### config.mk
export PLATFORM = sky130hd
export DESIGN_NAME = rawst_ctrl
export DESIGN_NICKNAME = d
export VERILOG_FILES = /design/src/rawst_pkg.sv /design/src/rawst_ctrl.sv
export SDC_FILE = /design/constraint.sdc
export NUM_CORES = 1
export LEC_CHECK = 0
export ABC_AREA = 1
export BUFFER_PORTS_ARGS = -buffer_cell sky130_fd_sc_hd__buf_4
export CAP_MARGIN = 20
export CORE_AREA = 2 2 39 41
export DETAILED_ROUTE_END_ITERATION = 7
export DIE_AREA = 0 0 41 43
export PLACE_DENSITY = 0.7
export SLEW_MARGIN = 40
export SYNTH_ARGS = -nofsm -noshare
export SYNTH_HDL_FRONTEND = slang
export SYNTH_SLANG_ARGS = --single-unit
### constraint.sdc
create_clock -name clock -period 3.85 [get_ports clock]
set_clock_uncertainty 0.2 [all_clocks]
set_input_delay 0.1925 -clock clock [delete_from_list [all_inputs] [get_ports clock]]
set_output_delay 0.1925 -clock clock [all_outputs]
set_load 0.01 [all_outputs]
### src/rawst_pkg.sv
// ----------------------------------------------------------------------------
// rawst_pkg: shared types and constants of the weighted slope total unit
// Field widths, register indexes, and the command and status groups that
// join the controller to the datapath.
// ----------------------------------------------------------------------------
package rawst_pkg;

   localparam int ALT_W      = 21;
   localparam int IDX_W      = 10;
   localparam int COST_W     = 20;
   localparam int STEP_W     = 48;
   localparam int TOTAL_W    = 63;
   localparam int ACC_W      = 64;
   localparam int HALF_W     = STEP_W / 2;
   localparam int PART_W     = HALF_W + COST_W;
   localparam int CSR_IDX_W  = 2;
   localparam int CSR_DATA_W = 20;

   localparam int DEFAULT_MAX_POINTS = 1024;

   // Register indexes of the configuration port.
   localparam logic [CSR_IDX_W-1:0] CSR_COST_RISE  = 2'd0;
   localparam logic [CSR_IDX_W-1:0] CSR_COST_FALL  = 2'd1;
   localparam logic [CSR_IDX_W-1:0] CSR_LAST_POINT = 2'd2;

   localparam logic [COST_W-1:0] COST_RISE_RESET  = 20'd1;
   localparam logic [COST_W-1:0] COST_FALL_RESET  = 20'd1;
   localparam logic [IDX_W-1:0]  LAST_POINT_RESET = 10'd1023;

   // Operation codes of the input transaction.
   localparam logic OP_LOAD  = 1'b0;
   localparam logic OP_RANGE = 1'b1;

   typedef logic signed [ALT_W-1:0]   alt_type;
   typedef logic signed [STEP_W-1:0]  step_type;
   typedef logic signed [TOTAL_W-1:0] total_type;
   typedef logic        [ACC_W-1:0]   acc_type;

   typedef struct packed {
      logic [COST_W-1:0] cost_rise;
      logic [COST_W-1:0] cost_fall;
      logic [IDX_W-1:0]  last_point;
   } cfg_type;

   typedef struct packed {
      logic capture;     // latch the accepted input transaction
      logic load_first;  // first altitude: remember it only
      logic load_step;   // write a loaded step and take it as operand
      logic rd;          // read the step at the selected index
      logic fetch;       // take the read step, write its updated value
      logic mul;         // partial products of the operand magnitude
      logic sum;         // combine partial products
      logic acc;         // apply the contribution to the running total
      logic acc_remove;  // remove rather than add the contribution
      logic move_new;    // operand becomes the updated step
      logic sel_second;  // index is right+1 rather than left
      logic emit;        // load the response register
   } cmd_type;

   typedef struct packed {
      logic is_range;
      logic count_zero;
      logic count_ok;
      logic left_ok;
      logic right_ok;
   } status_type;

endpackage

### src/rawst_ctrl.sv
// ----------------------------------------------------------------------------
// rawst_ctrl: sequencer of the weighted slope total unit
// Steps each transaction through load or read-modify-write phases and
// owns the input and response handshakes.
// ----------------------------------------------------------------------------
module rawst_ctrl (
   input  logic                  clock,
   input  logic                  reset,
   input  logic                  req_valid,
   output logic                  req_ready,
   output logic                  rsp_valid,
   input  logic                  rsp_ready,
   input  rawst_pkg::status_type status,
   output rawst_pkg::cmd_type    cmd
);
   import rawst_pkg::*;

   localparam logic [2:0] ST_IDLE     = 3'd0;
   localparam logic [2:0] ST_DISPATCH = 3'd1;
   localparam logic [2:0] ST_RD       = 3'd2;
   localparam logic [2:0] ST_FETCH    = 3'd3;
   localparam logic [2:0] ST_MUL      = 3'd4;
   localparam logic [2:0] ST_SUM      = 3'd5;
   localparam logic [2:0] ST_ACC      = 3'd6;
   localparam logic [2:0] ST_EMIT     = 3'd7;

   logic [2:0] state_ff, state_in;
   logic       second_ff, second_in;
   logic       phase_new_ff, phase_new_in;
   logic       rsp_valid_ff, rsp_valid_in;
   logic       rsp_free;

   assign rsp_free  = !rsp_valid_ff || rsp_ready;
   assign req_ready = (state_ff == ST_IDLE);
   assign rsp_valid = rsp_valid_ff;

   always_comb begin
      state_in     = state_ff;
      second_in    = second_ff;
      phase_new_in = phase_new_ff;
      cmd          = '0;
      cmd.sel_second = second_ff;
      cmd.acc_remove = !phase_new_ff;
      case (state_ff)
         ST_IDLE: begin
            if (req_valid) begin
               cmd.capture = 1'b1;
               state_in    = ST_DISPATCH;
            end
         end
         ST_DISPATCH: begin
            if (status.is_range) begin
               if (status.left_ok) begin
                  second_in = 1'b0;
                  state_in  = ST_RD;
               end else if (status.right_ok) begin
                  second_in = 1'b1;
                  state_in  = ST_RD;
               end else begin
                  state_in = ST_EMIT;
               end
            end else if (status.count_zero) begin
               cmd.load_first = 1'b1;
               state_in       = ST_IDLE;
            end else if (status.count_ok) begin
               cmd.load_step = 1'b1;
               phase_new_in  = 1'b1;
               state_in      = ST_MUL;
            end else begin
               state_in = ST_IDLE;
            end
         end
         ST_RD: begin
            cmd.rd   = 1'b1;
            state_in = ST_FETCH;
         end
         ST_FETCH: begin
            cmd.fetch    = 1'b1;
            phase_new_in = 1'b0;
            state_in     = ST_MUL;
         end
         ST_MUL: begin
            cmd.mul  = 1'b1;
            state_in = ST_SUM;
         end
         ST_SUM: begin
            cmd.sum  = 1'b1;
            state_in = ST_ACC;
         end
         ST_ACC: begin
            cmd.acc = 1'b1;
            if (!phase_new_ff) begin
               cmd.move_new = 1'b1;
               phase_new_in = 1'b1;
               state_in     = ST_MUL;
            end else if (!status.is_range) begin
               state_in = ST_IDLE;
            end else if (!second_ff && status.right_ok) begin
               second_in = 1'b1;
               state_in  = ST_RD;
            end else begin
               state_in = ST_EMIT;
            end
         end
         ST_EMIT: begin
            if (rsp_free) begin
               cmd.emit = 1'b1;
               state_in = ST_IDLE;
            end
         end
         default: begin
            state_in = ST_IDLE;
         end
      endcase
   end

   always_comb begin
      rsp_valid_in = rsp_valid_ff;
      if (cmd.emit) begin
         rsp_valid_in = 1'b1;
      end else if (rsp_ready) begin
         rsp_valid_in = 1'b0;
      end
   end

   always_ff @(posedge clock) begin
      if (reset) begin
         state_ff     <= ST_IDLE;
         second_ff    <= 1'b0;
         phase_new_ff <= 1'b0;
         rsp_valid_ff <= 1'b0;
      end else begin
         state_ff     <= state_in;
         second_ff    <= second_in;
         phase_new_ff <= phase_new_in;
         rsp_valid_ff <= rsp_valid_in;
      end
   end

   // A new result never overwrites one that the receiver has not taken.
   a_emit_free: assert property (@(posedge clock) disable iff (reset)
      cmd.emit |-> rsp_free)
      else $error("response register overwritten while stalled");

   // The old contribution of a step is always followed by its new one.
   a_old_then_new: assert property (@(posedge clock) disable iff (reset)
      (state_ff == ST_ACC && !phase_new_ff) |=> (state_ff == ST_MUL && phase_new_ff))
      else $error("updated step contribution skipped");

   // The step at right+1 is read only when it lies inside the profile.
   a_second_ok: assert property (@(posedge clock) disable iff (reset)
      (cmd.rd && second_ff) |-> status.right_ok)
      else $error("second step read outside the profile");

   // Every accepted transaction is dispatched in the following cycle.
   a_dispatch: assert property (@(posedge clock) disable iff (reset)
      (req_valid && req_ready) |=> (state_ff == ST_DISPATCH))
      else $error("accepted transaction not dispatched");

endmodule
==> metrics.txt <==
status finished, final reports clean; Final min period 1.91 ns; Setup Crit Path Kind register to primary output; DRC 0; vias in the first global route 495; worst slack, placed 2.18 ns; grt total ovfl 0; crit path launch state_ff[2]$_SDFFE_PP0P_; RSZ-0062 raised after global routing false; Die X 41 um; worst r2r dst second_ff$_SDFFE_PP0P_; root buf cell clkbuf_4; DP Area 681 sq um; Final Routed Wirelength 1.30 mm; sequential area share after synthesis 0.222; Synth Cell Area 541 sq um; # port buffers 22; Area growth syn-to-layout 31.9%; Syn Nets 95; initial antenna violation count 0; Setup crit end kind primary output; core area 1380 sq um; relative slew slack 0.662; # setup viols final 0; via count 626; Synth Area in Compound Gates 0.153; fillers 145; latest clock arrival within the worst-skew pair 0.25 ns; Worst R2R Path Depth 7; RePlAce Congestion 0.812; R2R Setup Slk 2.17 ns; full die area 1760 sq um; Worst Hold Class input pin to register; Yosys warnings 0; met3 wire len 87 um; mux cell area share after synthesis 0; final hold viol count 0; global-route wire length before repair 2.08 mm; nets 118; crit path max fanout 12; DR vias/cell 5.09; clock sinks 6; WHS 0.0843 ns; GRT Overall Usage 0.175; Synth Instances 86; reg2reg start state_ff[2]$_SDFFE_PP0P_; CP Data Arrival Time 1.52 ns; Die Span Y 43 um; Setup Total Neg Slack 0 ns; area of the multi-input gates 309 sq um; Max IR drop VDD 0.199 mV; Register Area 120 sq um; fraction of the mapped netlist area in simple logic gates 0.419; max-slew violation count 0; most frequent cells in the layout buf_4, inv_1, nor2_1, nand2_1, a21oi_1; Pwr Density 390 nW/um^2; adder-cell share of the synthesized area 0; design area 713 sq um; CTS clk-pin slew, worst paths 0.04 ns; # IOs 23; wire length per cell 10.6 um; Data required, critical path 3.46 ns; H-tree depth 1; DPL Wire Length 1.05 mm; share of layout cells above drive strength 1 0.336; 1st-iter DRT viols 16; Peak Freq 523 MHz; Post-Synth XOR/XNOR Area 0; met2 wire len 587 um; final worst path period share 0.497; 1st-pass router iterations 4; most common cell after layout, fill and taps aside buf_4; flops & latches, synth 6; post-route setup slack 1.94 ns; CTS buffer count 3; Static Leak 0.000402 uW; DRT met1 WL 591 um; CTS tree yes; Rows 14; antenna cells 0; pin count of the biggest net entering global routing 14; worst-margin pin slew 0.506 ns; clock buffer depth 2; Setup crit start kind register; largest family of logic cells by synthesized area simple AND/OR/NAND/NOR gates; postcts setup bufs 0; antenna-violating nets left 0; max_cap viols 0; CP endpoint cmd[5]; Synth cell types 22; uppermost layer routed met4; Starting Density 0.391; Avg Cell Area, Syn 6.29 sq um
worst min-delay path by stage:
stage                   start                        to  depth (start not counted)
floorplan               reset  state_ff[1]$_SDFFE_PP0P_                          1
global placement        reset  state_ff[2]$_SDFFE_PP0P_                          2
detailed placement      reset  state_ff[2]$_SDFFE_PP0P_                          2
CTS                 status[4]  state_ff[0]$_SDFFE_PP0P_                          3
global route        status[4]  state_ff[1]$_SDFFE_PP0P_                          3
finish              status[4]  state_ff[1]$_SDFFE_PP0P_                          3
sequential cells by signal (all words and copies together), names as in the netlist:
| signal | count |
|---|---|
| phase_new_ff | 1 |
| rsp_valid | 1 |
| state_ff | 3 |
| second_ff | 1 |
metrics by stage:
step / utilization / cells / total power (uW)
6_report: 0.515 / 123 / 278
5_1_grt: 0.515 / 123 / 301
4_1_cts: 0.515 / 123 / 281
3_5_place_dp: 0.492 / 119 / 217
3_3_place_gp: 0.492 / 119 / 216
2_1_floorplan: - / 86 / 185
synthesized netlist by cell type, drive strengths merged:
cell	n	area, sq um
dfxtp	6	120
o21a	1	7.51
a31oi	2	12.5
o211ai	1	7.51
nor3	2	21.3
inv	17	66.3
o22ai	1	6.26
o21ai	1	5.00
nand3	8	55.1
a21oi	8	43.8
nor4	1	6.26
nor2	15	61.3
nand2	15	63.8
nand4	3	18.8
buf	5	45.0
critical path, stage by stage (launching register included):
cell and delay [ns]:
dfxtp_1 0.63, inv_1 0.21, nor2_1 0.26, buf_4 0.17
layout make-up:
cell class                 instances  share of cell area
multi-input combinational         58               0.433
timing repair buffer              23               0.246
sequential                         6               0.168
inverter                          17              0.0930
clock buffer                       3              0.0316
tap                               16              0.0281
what timing repair did:
action,4_1_cts,5_1_grt
hold endpoints to repair,3,0
resized for setup,0,0
hold buffers,1,0
setup endpoints to repair,0,0
cell families after synthesis:
kind of cell    Yosys count
simple gates             44
buf+inv                  22
compound gates           14
flops                     6
where the power goes:
| part | total (uW) | internal [uW] | switching [uW] |
|---|---|---|---|
| logic | 120 | 55.8 | 64.5 |
| clock network | 61.0 | 35.4 | 25.6 |
| registers | 96.5 | 72.0 | 24.5 |
| total | 278 | 163 | 115 |
per-layer routing:
layer	GRT usage	up-vias
li1	-	320
met1	0.236	268
met2	0.241	34
met3	0.0314	4
met4	0.120	0
met5	0	-
Power figures use the tool's default switching activity.
